**config.mk**
```make
export PLATFORM = sky130hd
export DESIGN_NAME = mouse_event_filter_queue
export DESIGN_NICKNAME = d
export VERILOG_FILES = /design/src/hw/rtl/mevq_pkg.sv /design/src/hw/rtl/mevq_ram.sv /design/src/hw/rtl/mevq_filter.sv /design/src/hw/rtl/mevq_ring.sv /design/src/hw/rtl/mouse_event_filter_queue.sv
export VERILOG_INCLUDE_DIRS = /design/src /design/src/hw/rtl
export SDC_FILE = /design/constraint.sdc
export NUM_CORES = 1
export LEC_CHECK = 0
export ABC_CLOCK_PERIOD_IN_PS = 5000
export BUFFER_PORTS_ARGS = -buffer_cell sky130_fd_sc_hd__buf_4
export CORE_ASPECT_RATIO = 0.9
export CORE_MARGIN = 10
export CORE_UTILIZATION = 36
export CTS_BUF_LIST = sky130_fd_sc_hd__clkbuf_4 sky130_fd_sc_hd__clkbuf_8
export CTS_CLUSTER_SIZE = 24
export DETAILED_ROUTE_END_ITERATION = 7
export PLACE_DENSITY = 0.54
export SYNTH_ARGS = -nofsm -noshare
export SYNTH_HDL_FRONTEND = slang
export SYNTH_SLANG_ARGS = --single-unit
```
**constraint.sdc**
```tcl
create_clock -name i_clk -period 5 [get_ports i_clk]
set_clock_uncertainty 0.15 [all_clocks]
set_input_delay 0.75 -clock i_clk [delete_from_list [all_inputs] [get_ports i_clk]]
set_output_delay 0.75 -clock i_clk [all_outputs]
set_load 0.005 [all_outputs]
```
**src/hw/rtl/assert_macros.svh**
```systemverilog
// assertion macros used by the top level rtl file
`ifndef ASSERT_MACROS_SVH
`define ASSERT_MACROS_SVH

// implication checked at every clock edge, held off during reset
`define ASSERT_PROP(label, prop, msg) \
    label: assert property (@(posedge i_clk) disable iff (!i_rst_n) prop) \
        else $error(msg);

// condition that must never be true outside reset
`define ASSERT_NEVER(label, cond, msg) \
    label: assert property (@(posedge i_clk) disable iff (!i_rst_n) !(cond)) \
        else $error(msg);

`endif

```
**src/hw/rtl/mevq_pkg.sv**
```systemverilog
// types and constants of the mouse event filter queue
`timescale 1ns / 1ps

package mevq_pkg;

    // ring geometry
    localparam int QUEUE_DEPTH = 16;
    localparam int PTR_W       = (QUEUE_DEPTH > 1) ? $clog2(QUEUE_DEPTH) : 1;
    localparam int CNT_W       = $clog2(QUEUE_DEPTH + 1);

    // field widths
    localparam int MASK_W     = 7;
    localparam int BTN_W      = 4;
    localparam int CODE_W     = 4;
    localparam int PIXEL_W    = 12;
    localparam int POS_W      = 9;
    localparam int CFG_IDX_W  = 1;
    localparam int CFG_DATA_W = 7;

    // event mask groups
    localparam logic [MASK_W-1:0] MASK_MOVE   = 7'h01;
    localparam logic [MASK_W-1:0] MASK_LEFT   = 7'h06;
    localparam logic [MASK_W-1:0] MASK_RIGHT  = 7'h18;
    localparam logic [MASK_W-1:0] MASK_CENTRE = 7'h60;

    localparam logic [MASK_W-1:0] EVENT_MASK_RESET = 7'd31;
    localparam logic [CODE_W-1:0] CODE_MOVE        = 4'h8;
    localparam logic [CODE_W-1:0] CODE_BUTTONS     = 4'h7;

    typedef enum logic [0:0] {
        OP_REPORT = 1'b0,
        OP_READ   = 1'b1
    } t_opcode;

    typedef enum logic [CFG_IDX_W-1:0] {
        REG_EVENT_MASK   = 1'b0,
        REG_QUEUE_ENABLE = 1'b1
    } t_cfg_reg;

    // one queue entry, row in the top bits
    typedef struct packed {
        logic [POS_W-1:0]  row;
        logic [POS_W-1:0]  column;
        logic [CODE_W-1:0] code;
    } t_entry;

    localparam int ENTRY_W = $bits(t_entry);

    // ring status seen by the top level
    typedef struct packed {
        logic [CNT_W-1:0] fill;
        logic             can_pop;
    } t_ring_status;

    function automatic logic [PTR_W-1:0] ring_next(input logic [PTR_W-1:0] p);
        logic [PTR_W-1:0] n;
        if (p == PTR_W'(QUEUE_DEPTH - 1)) begin
            n = '0;
        end else begin
            n = p + PTR_W'(1);
        end
        return n;
    endfunction

endpackage

```
**src/hw/rtl/mevq_ram.sv**
```systemverilog
// generic single port write, single port read ram with registered read
`timescale 1ns / 1ps

module mevq_ram #(
    parameter int WIDTH = 8,
    parameter int DEPTH = 16
) (
    input  logic                                      i_clk,
    input  logic                                      i_we,
    input  logic [((DEPTH > 1) ? $clog2(DEPTH) : 1)-1:0] i_waddr,
    input  logic [WIDTH-1:0]                          i_wdata,
    input  logic                                      i_re,
    input  logic [((DEPTH > 1) ? $clog2(DEPTH) : 1)-1:0] i_raddr,
    output logic [WIDTH-1:0]                          o_rdata
);

    logic [WIDTH-1:0] r_mem [DEPTH];
    logic [WIDTH-1:0] r_rdata;

    always_ff @(posedge i_clk) begin
        if (i_we) begin
            r_mem[i_waddr] <= i_wdata;
        end
        if (i_re) begin
            r_rdata <= r_mem[i_raddr];
        end
    end

    assign o_rdata = r_rdata;

endmodule

```
**src/hw/rtl/mevq_filter.sv**
```systemverilog
// report filter: test mask, compare with kept state, keep or drop
`timescale 1ns / 1ps

module mevq_filter (
    input  logic                          i_clk,
    input  logic                          i_rst_n,
    input  logic                          i_report,
    input  logic [mevq_pkg::MASK_W-1:0]   i_event_mask,
    input  logic [mevq_pkg::BTN_W-1:0]    i_buttons,
    output logic                          o_keep,
    output logic [mevq_pkg::CODE_W-1:0]   o_code
);

    logic [mevq_pkg::CODE_W-1:0] r_last_state;
    logic [mevq_pkg::CODE_W-1:0] n_last_state;
    logic [mevq_pkg::CODE_W-1:0] test_mask;
    logic [mevq_pkg::CODE_W-1:0] masked;
    logic [mevq_pkg::CODE_W-1:0] last_buttons;
    logic                        move_en;

    assign move_en = |(i_event_mask & mevq_pkg::MASK_MOVE);

    // move, centre, right, left
    assign test_mask = {move_en,
                        |(i_event_mask & mevq_pkg::MASK_CENTRE),
                        |(i_event_mask & mevq_pkg::MASK_RIGHT),
                        |(i_event_mask & mevq_pkg::MASK_LEFT)};

    assign masked       = i_buttons & test_mask;
    assign last_buttons = r_last_state & mevq_pkg::CODE_BUTTONS;

    always_comb begin
        if (last_buttons == masked) begin
            // no button change: kept only as a move event
            o_keep       = move_en;
            n_last_state = move_en ? (last_buttons | mevq_pkg::CODE_MOVE) : last_buttons;
        end else begin
            o_keep       = 1'b1;
            n_last_state = masked;
        end
    end

    assign o_code = n_last_state;

    always_ff @(posedge i_clk) begin
        if (!i_rst_n) begin
            r_last_state <= '0;
        end else if (i_report) begin
            r_last_state <= n_last_state;
        end
    end

endmodule

```
**src/hw/rtl/mevq_ring.sv**
```systemverilog
// overwriting ring of events: pointers, fill count and entry store
`timescale 1ns / 1ps

module mevq_ring (
    input  logic                   i_clk,
    input  logic                   i_rst_n,
    input  logic                   i_enable,
    input  logic                   i_push,
    input  mevq_pkg::t_entry       i_push_entry,
    input  logic                   i_read,
    output mevq_pkg::t_ring_status o_status,
    output mevq_pkg::t_entry       o_rd_entry
);

    logic [mevq_pkg::PTR_W-1:0] r_write_ptr;
    logic [mevq_pkg::PTR_W-1:0] r_read_ptr;
    logic [mevq_pkg::CNT_W-1:0] r_fill;
    logic                       do_push;
    logic                       do_pop;
    logic                       full;
    logic [mevq_pkg::ENTRY_W-1:0] rdata;

    assign full    = (r_fill == mevq_pkg::CNT_W'(mevq_pkg::QUEUE_DEPTH));
    assign do_push = i_push && i_enable;
    assign do_pop  = i_read && i_enable && (r_fill != '0);

    always_ff @(posedge i_clk) begin
        if (!i_rst_n) begin
            r_write_ptr <= '0;
            r_read_ptr  <= '0;
            r_fill      <= '0;
        end else if (do_push) begin
            r_write_ptr <= mevq_pkg::ring_next(r_write_ptr);
            if (full) begin
                // oldest entry overwritten
                r_read_ptr <= mevq_pkg::ring_next(r_read_ptr);
            end else begin
                r_fill <= r_fill + mevq_pkg::CNT_W'(1);
            end
        end else if (do_pop) begin
            r_read_ptr <= mevq_pkg::ring_next(r_read_ptr);
            r_fill     <= r_fill - mevq_pkg::CNT_W'(1);
        end
    end

    mevq_ram #(
        .WIDTH (mevq_pkg::ENTRY_W),
        .DEPTH (mevq_pkg::QUEUE_DEPTH)
    ) u_store (
        .i_clk   (i_clk),
        .i_we    (do_push),
        .i_waddr (r_write_ptr),
        .i_wdata (i_push_entry),
        .i_re    (do_pop),
        .i_raddr (r_read_ptr),
        .o_rdata (rdata)
    );

    assign o_rd_entry       = mevq_pkg::t_entry'(rdata);
    assign o_status.fill    = r_fill;
    assign o_status.can_pop = i_enable && (r_fill != '0);

endmodule

```
**src/hw/rtl/mouse_event_filter_queue.sv**
```systemverilog
// top level of the mouse event filter queue
`timescale 1ns / 1ps

// Mouse event filter and queue. One item is taken per clock unless a read is
// held off. A device report (opcode 0) is filtered against the test mask
// built from event_mask (one bit each for left, right, centre and move) and,
// when kept and queue_enable is set, pushed as {row, column, code} with
// coordinates divided by 8 into a QUEUE_DEPTH-entry ring that overwrites its
// oldest entry when full. Reports produce no result and are never held off.
// A read request (opcode 1) yields exactly one result in the cycle after
// acceptance: the popped entry with got_event 1, or all zeros when the queue
// is empty or disabled. The entry store is a single ram with one write and
// one registered read port; a read request is held off only while the result
// register is full and not being taken. Configuration is a plain write port
// (index 0 event_mask, index 1 queue_enable) that the user must write only
// while idle (not enforced). Stored entries survive disabling the queue.

`include "assert_macros.svh"

module mouse_event_filter_queue (
    input  logic                                i_clk,
    input  logic                                i_rst_n,

    // configuration writes
    input  logic                                i_cfg_we,
    input  logic [mevq_pkg::CFG_IDX_W-1:0]      i_cfg_idx,
    input  logic [mevq_pkg::CFG_DATA_W-1:0]     i_cfg_wdata,

    // input items
    input  logic                                i_in_valid,
    output logic                                o_in_ready,
    input  logic                                i_opcode,
    input  logic [mevq_pkg::BTN_W-1:0]          i_raw_buttons,
    input  logic [mevq_pkg::PIXEL_W-1:0]        i_pixel_x,
    input  logic [mevq_pkg::PIXEL_W-1:0]        i_pixel_y,

    // result items
    output logic                                o_out_valid,
    input  logic                                i_out_ready,
    output logic                                o_got_event,
    output logic [mevq_pkg::CODE_W-1:0]         o_event_code,
    output logic [mevq_pkg::POS_W-1:0]          o_column,
    output logic [mevq_pkg::POS_W-1:0]          o_row
);

    // configuration registers
    logic [mevq_pkg::MASK_W-1:0] r_event_mask;
    logic                        r_queue_enable;

    // result register; entry fields come straight from the ram read register
    logic                        r_out_valid;
    logic                        r_got_event;

    logic                        in_accept;
    logic                        is_read;
    logic                        report_acc;
    logic                        read_acc;
    logic                        keep;
    logic [mevq_pkg::CODE_W-1:0] kept_code;
    mevq_pkg::t_entry            push_entry;
    mevq_pkg::t_entry            rd_entry;
    mevq_pkg::t_ring_status      ring_status;

    assign is_read = (i_opcode == mevq_pkg::OP_READ);

    // reports always go through; a read needs the result slot to free up
    assign o_in_ready = !is_read || !r_out_valid || i_out_ready;
    assign in_accept  = i_in_valid && o_in_ready;
    assign report_acc = in_accept && !is_read;
    assign read_acc   = in_accept && is_read;

    // config writes
    always_ff @(posedge i_clk) begin
        if (!i_rst_n) begin
            r_event_mask   <= mevq_pkg::EVENT_MASK_RESET;
            r_queue_enable <= 1'b0;
        end else if (i_cfg_we) begin
            case (i_cfg_idx)
                mevq_pkg::REG_EVENT_MASK: begin
                    r_event_mask <= i_cfg_wdata[mevq_pkg::MASK_W-1:0];
                end
                mevq_pkg::REG_QUEUE_ENABLE: begin
                    r_queue_enable <= i_cfg_wdata[0];
                end
                default: begin
                end
            endcase
        end
    end

    // filter holds the last kept button state
    mevq_filter u_filter (
        .i_clk        (i_clk),
        .i_rst_n      (i_rst_n),
        .i_report     (report_acc),
        .i_event_mask (r_event_mask),
        .i_buttons    (i_raw_buttons),
        .o_keep       (keep),
        .o_code       (kept_code)
    );

    // coordinates divided by 8
    assign push_entry.code   = kept_code;
    assign push_entry.column = i_pixel_x[mevq_pkg::PIXEL_W-1 -: mevq_pkg::POS_W];
    assign push_entry.row    = i_pixel_y[mevq_pkg::PIXEL_W-1 -: mevq_pkg::POS_W];

    mevq_ring u_ring (
        .i_clk        (i_clk),
        .i_rst_n      (i_rst_n),
        .i_enable     (r_queue_enable),
        .i_push       (report_acc && keep),
        .i_push_entry (push_entry),
        .i_read       (read_acc),
        .o_status     (ring_status),
        .o_rd_entry   (rd_entry)
    );

    // result register
    always_ff @(posedge i_clk) begin
        if (!i_rst_n) begin
            r_out_valid <= 1'b0;
            r_got_event <= 1'b0;
        end else if (read_acc) begin
            r_out_valid <= 1'b1;
            r_got_event <= ring_status.can_pop;
        end else if (i_out_ready) begin
            r_out_valid <= 1'b0;
        end
    end

    // empty or disabled read gives all zero fields
    assign o_out_valid  = r_out_valid;
    assign o_got_event  = r_got_event;
    assign o_event_code = r_got_event ? rd_entry.code   : '0;
    assign o_column     = r_got_event ? rd_entry.column : '0;
    assign o_row        = r_got_event ? rd_entry.row    : '0;

    // checks
    `ASSERT_NEVER(a_fill_bound, ring_status.fill > mevq_pkg::CNT_W'(mevq_pkg::QUEUE_DEPTH), "fill count beyond queue depth")
    `ASSERT_PROP(a_pop_result, (read_acc && ring_status.can_pop) |=> (o_out_valid && o_got_event), "pop did not produce an event result")
    `ASSERT_PROP(a_disabled_hold, !r_queue_enable |=> $stable(ring_status.fill), "fill count moved while queue disabled")

endmodule
```
==> run_results.csv, run 1 <==
group,metric,value,unit
sta,relSlewSlack,28.5,%
global_routing,antenna_found_initial,0,
logic_synthesis,yosys_warnings,0,
clocking,cts_root_buffer,"clkbuf_8",
route,drt_wl_total,33100,um
clocking,cts_resized,0,
critical_path,required,5300,ps
route,vias,7592,
logic_synthesis,synth_fp_nets,853,
logic_synthesis,async_flop_share,0,%
critical_path,worstPathArrival,3430,ps
critical_path,critPathTopFamily,"compound AO/OA/AOI/OAI gates",
place,placed_area,16900,um^2
sta,hold_violations,0,
logic_synthesis,syn_inst,801,
pwr,power.share.switching,20.4,%
sta,finalSetupViolCount,0,
clocking,cts_tree,"yes",
global_routing,grt_remaining_overflow,0,
critical_path,crit_chain,"o21ai_2 > xnor2_1 > o41ai_4 > ha_1 > nor2b_1 > o21a_1 > or3b_2 > o2111ai_1 > o21ai_0",
floorplanning,die_w,240,um
pwr,clockPowerShare,41.6,%
logic_synthesis,synthFlopType,"edfxtp_1",
route,drtIter0Drc,593,
global_routing,grt_max_degree,52,
floorplanning,std_cell_rows,72,
clocking,clk_latency,580,ps
final_layout,syn2layout_area_growth,15.6,%
clocking,clk_path_buf_depth,3,
sta,fmax,319,MHz
logic_synthesis,syn_area,15700,um^2
clocking,htree_levels,3,
place,dpl_worst_slack,1420,ps
floorplanning,ios,67,
logic_synthesis,synth_top_area_cell,"edfxtp_1",
sta,tns,0,ps
critical_path,start_kind,"flip-flop",
pwr,netSwitchingPower,1.32,mW
critical_path,path_max_fanout,11,
critical_path,critPathSlowestCell,"o41ai_4",
place,io_buffers,60,
floorplanning,dieArea,52300,um^2
outcome,status,"finished, final reports clean",
final_layout,final_cells,1501,
place,finalWeightedCongestion,0.692,
sta,fin_ws,1870,ps
global_routing,grt_pass1_vias,8132,
route,vias_per_cell,5.06,
pwr,comb_power_share,1.8,%
flow_run,maxCapViolCount,0,
logic_synthesis,synth.top_cells.by_count,"edfxtp_1, mux4_2, nand2_1",
global_routing,grt_pass1_wl,50000,um
clocking,cts_setup_buffers,0,
pwr,finalPower,6.48,mW
sta,tightest_slew,1070,ps
critical_path,crit_path_end_kind,"flip-flop",
pwr,ir_drop,0.000138,V
floorplanning,core,43100,um^2
sta,fin_crit,3130,ps
final_layout,fin_util,42.1,%
sta,rsz0062_at_grt,"false",
clocking,ctsHoldBuffers,0,
hold_path,min_path_type,"primary input to flip-flop",
sta,final-max-slew-violation-count,0,
clocking,path_clk_slew,60,ps
critical_path,slowest_delay,780,ps
clocking,cts_num_sinks,400,
floorplanning,start_util,36.4,%
route,drc,0,
logic_synthesis,synth_edf_count,374,
critical_path,critPathBufInv,0,
final_layout,final_nets,958,
floorplanning,die_y,218,um
logic_synthesis,synth.top_cell.area_share,71.6,%
logic_synthesis,syn_avg_cell_area,19.6,um^2
global_routing,track_usage,12.7,%
pwr,p_leak,5.67,nW
route,drt.antenna.violating_nets,0,
sta,whs,236,ps
clocking,cts_buffers,67,
logic_synthesis,ys_seq_area_share,74.9,%
final_layout,n_fill_cell,3799,
logic_synthesis,ys_seq_elements,400,
logic_synthesis,synth.most_common_cell,"edfxtp_1",
final_layout,drive_gt1_share,30.6,%
route,wl_per_cell,22.0,um
logic_synthesis,yosysUniqueCellTypes,44,
place,dp.cells,1392,
pwr,p_per_area,357,nW/um^2
critical_path,worstSetupPathType,"flip-flop to flip-flop",
place,dp_hpwl,17500,um
pwr,p_int,5.16,mW
pwr,seqPwrFrac,56.6,%
logic_synthesis,synth_area_leaders,"edfxtp_1, mux4_2, dfxtp_1",
route,dr.pass1.iters,5,
sta,finalCritPeriodShare,62.6,%
final_layout,fin_area,18100,um^2
worst min-delay path, stage by stage:
cell     delay (ps)
buf_4            80
nand2_1          40
nand3_1          60
flip-flops by register name (all words and copies together), names as in the netlist:
signal and count:
o_out_valid 1, r_event_mask 7, u_ring.u_store.r_mem 352, o_got_event 1, u_ring.r_fill 5, u_ring.r_write_ptr 4, u_filter.r_last_state 3, u_ring.u_store.o_rdata 22
r_queue_enable 1, u_ring.r_read_ptr 4
kinds of logic (layout without fill, tap and decap cells):
logic type,Yosys count,in the layout,synth area share (%)
AO/OA/AOI/OAI,77,77,3.38
XOR/XNOR,5,5,0.279
adder cells (fa/ha/maj),10,10,0.846
buffers and inverters,49,193,1.27
flip-flops,400,400,74.9
multiplexers,118,118,14.6
other,0,1,0
AND/OR/NAND/NOR,142,142,4.71
path summary, 6_finish.rpt:
kind                            slack [ps]  cells after the start       startpoint          endpoint
worst max-delay path                  1870                      9  r_event_mask[3]  u_ring.r_fill[4]
worst min-delay path                   240                      3   i_cfg_wdata[2]   r_event_mask[2]
worst max register to register        1870                      9  r_event_mask[3]  u_ring.r_fill[4]
worst min register to register         320                      2  r_event_mask[2]   r_event_mask[2]
power by group through the flow:
stage	clock network, mW	logic, mW	registers (mW)
2_1_floorplan	0	0.0484	3.74
3_3_place_gp	0	0.114	3.74
3_5_place_dp	0	0.118	3.74
4_1_cts	2.79	0.118	3.67
5_1_grt	2.93	0.130	3.67
6_report	2.69	0.115	3.67
metal layers:
metal	wire (um)	GRT usage [%]	part of all wire (%)
met1	15000	16.7	45
met2	15800	20.5	48
met3	1590	2.97	4.8
met4	678	4.36	2.0
met5	0	0	0
layout make-up:
cell class              instances  area, um^2  share of cell area (%)
diodes                          1        2.50                  0.0138
clock buffers                  87        1080                    5.95
clock inverters                21         130                   0.717
inverters                       8        32.5                   0.179
multi-input cells             352        3830                    21.1
flip-flops and latches        400       11800                    64.9
well taps                     555         694                    3.83
repair buffers                 77         603                    3.33
layout by cell type (no fill, tap or decap), types with 3 or more instances in the layout:
master / netlist / routed
edfxtp_1: 374 / 374
mux4_2: 88 / 88
buf_4: 0 / 75
clkbuf_8: 0 / 68
nand2_1: 38 / 38
mux2i_1: 29 / 29
a21oi_1: 29 / 29
nor2b_1: 28 / 28
and2_1: 25 / 25
a211oi_1: 22 / 22
dfxtp_1: 26 / 22
clkbuf_4: 0 / 19
clkinv_1: 0 / 13
nand3_1: 11 / 11
ha_1: 9 / 9
nor2_4: 0 / 8
nand2b_1: 8 / 8
inv_1: 7 / 7
a21boi_0: 6 / 6
xnor2_1: 5 / 5
nor2_1: 17 / 5
o21ai_0: 5 / 5
nor2_2: 0 / 4
nor3_2: 0 / 4
o21a_1: 3 / 3
inv_6: 0 / 3
dfxtp_4: 0 / 3
Note: power is estimated with default switching activity, not from simulation.
==> run 2: changes to the inputs <==
--- a/config.mk
+++ b/config.mk
@@ -6,7 +6,7 @@
 export SDC_FILE = /design/constraint.sdc
 export NUM_CORES = 1
 export LEC_CHECK = 0
-export ABC_CLOCK_PERIOD_IN_PS = 5000
+export ABC_CLOCK_PERIOD_IN_PS = 3200
 export BUFFER_PORTS_ARGS = -buffer_cell sky130_fd_sc_hd__buf_4
 export CORE_ASPECT_RATIO = 0.9
 export CORE_MARGIN = 10
==> constraint.sdc (replaced) <==
create_clock -name i_clk -period 3.2 [get_ports i_clk]
set_clock_uncertainty 0.15 [all_clocks]
set_input_delay 0.48 -clock i_clk [delete_from_list [all_inputs] [get_ports i_clk]]
set_output_delay 0.48 -clock i_clk [all_outputs]
set_load 0.005 [all_outputs]
==> run_results.csv, run 2 (synthesis results as in run 1) <==
group,metric,value,unit
outcome,status,"finished, final reports clean",
critical_path,worstPathArrival,3100,ps
sta,tns,0,ps
final_layout,largest_reg_flops,352,
pwr,power.share.switching,20.6,%
place,finalWeightedCongestion,0.716,
sta,fin_crit,2720,ps
final_layout,top_register,"u_ring.u_store.r_mem",
global_routing,grt_max_degree,36,
critical_path,crit_chain,"o21ai_2 > xnor2_1 > o41ai_4 > buf_4 > ha_1 > o21a_1 > or3b_2 > o21a_1 > o21ai_0",
sta,final-max-slew-violation-count,0,
final_layout,n_fill_cell,3783,
pwr,finalPower,10.4,mW
final_layout,final_cells,1567,
sta,fmax,367,MHz
critical_path,critPathSlowestCell,"or3b_2",
route,drc,0,
global_routing,grt_remaining_overflow,0,
sta,relSlewSlack,51.4,%
critical_path,worstSetupPathType,"flip-flop to flip-flop",
clocking,clk_path_buf_depth,3,
final_layout,layout_common_cells,"edfxtp_1, buf_4, mux4_2",
sta,hold_violations,0,
route,drt_wl_total,34700,um
critical_path,crit_path_end_kind,"flip-flop",
hold_path,min_path_type,"primary input to flip-flop",
floorplanning,die_w,240,um
pwr,comb_power_share,2.0,%
floorplanning,ios,67,
route,dr.pass1.iters,4,
final_layout,syn2layout_area_growth,20.3,%
critical_path,cp_common_cell,"o21a_1",
pwr,clockPowerShare,42.8,%
route,vias_per_cell,4.98,
flow_run,maxCapViolCount,0,
global_routing,top_usage_layer,"met2",
clocking,cts_num_sinks,400,
pwr,seqPwrFrac,55.1,%
floorplanning,dieArea,52300,um^2
global_routing,grt_use_met2,22.0,%
critical_path,critPathTopFamily,"compound AO/OA/AOI/OAI gates",
route,vias,7811,
sta,finalCritPeriodShare,85.0,%
global_routing,track_usage,13.6,%
pwr,ir_drop,0.000276,V
clocking,htree_levels,3,
critical_path,slowest_delay,460,ps
critical_path,required,3580,ps
global_routing,grt_pass1_vias,8528,
floorplanning,std_cell_rows,72,
floorplanning,core,43100,um^2
final_layout,final_common_cell,"edfxtp_1",
place,placed_area,17300,um^2
final_layout,drive_gt1_share,31.8,%
sta,finalSetupViolCount,0,
global_routing,met1_usage,18.0,%
floorplanning,die_y,218,um
place,dp_hpwl,19900,um
sta,rsz0062_at_grt,"false",
route,drt.antenna.violating_nets,0,
global_routing,antenna_found_initial,1,
place,dp.cells,1420,
sta,tightest_slew,721,ps
clocking,clk_latency,610,ps
pwr,p_per_area,551,nW/um^2
route,drtIter0Drc,569,
clocking,cts_root_buffer,"clkbuf_8",
critical_path,path_max_fanout,10,
global_routing,gr-usage-met3,2.74,%
clocking,path_clk_slew,60,ps
pwr,p_int,8.26,mW
clocking,cts_tree,"yes",
clocking,cts_setup_buffers,0,
final_layout,final_nets,1013,
pwr,p_leak,5.98,nW
critical_path,ff2ff_setup_slack,480,ps
pwr,netSwitchingPower,2.14,mW
final_layout,fin_area,18900,um^2
critical_path,critPathBufInv,1,
floorplanning,start_util,36.4,%
route,wl_per_cell,22.1,um
critical_path,start_kind,"flip-flop",
global_routing,grt_pass1_wl,53200,um
clocking,cts_buffers,69,
place,io_buffers,60,
[run 2: final timing paths]
kind / from / endpoint / cells after the start
min: i_pixel_x[4] / u_ring.u_store.r_mem[0][5] / 1
min reg2reg: r_event_mask[1] / r_event_mask[1] / 2
max: r_event_mask[3] / u_ring.r_fill[4] / 9
max reg2reg: r_event_mask[3] / u_ring.r_fill[4] / 9
[run 2: stage by stage]
step / utilization, % / hold slack, ps / worst slack, ps
6_report: 43.8 / 46.1 / 479
5_1_grt: 43.8 / 14.7 / 230
4_1_cts: 43.8 / 3.10 / 467
3_5_place_dp: 40.2 / 309 / 314
3_3_place_gp: 40.2 / 308 / 326
2_1_floorplan: - / 291 / 304
[run 2: cell type report]
type	instances	area, um^2	share of cell area [%]
tap	555	694	3.68
inverter	8	32.5	0.172
multi-input combinational	352	3860	20.4
clock inverter	30	186	0.988
antenna	1	2.50	0.0133
timing repair buffer	130	1200	6.37
sequential	400	11800	62.4
clock buffer	91	1130	5.98
[run 2: routing by layer]
layer | wire (um) | up-vias
met4 | 629 | 0
met5 | 0 | -
met1 | 15600 | 4017
li1 | - | 3573
met3 | 1700 | 58
met2 | 16800 | 163
[run 2: power by group through the flow]
stage	combinational [mW]	clock, mW	sequential (mW)
floorplan	0.0757	0	5.85
global placement	0.181	0	5.84
detailed placement	0.187	0	5.84
CTS	0.212	4.61	5.74
global route	0.235	4.86	5.73
finish	0.209	4.46	5.74
[run 2: repair_timing]
item                                   in CTS  in global routing
hold buffers                               25                  0
endpoints found under the hold margin     159                  0
gates resized for setup                     0                  0
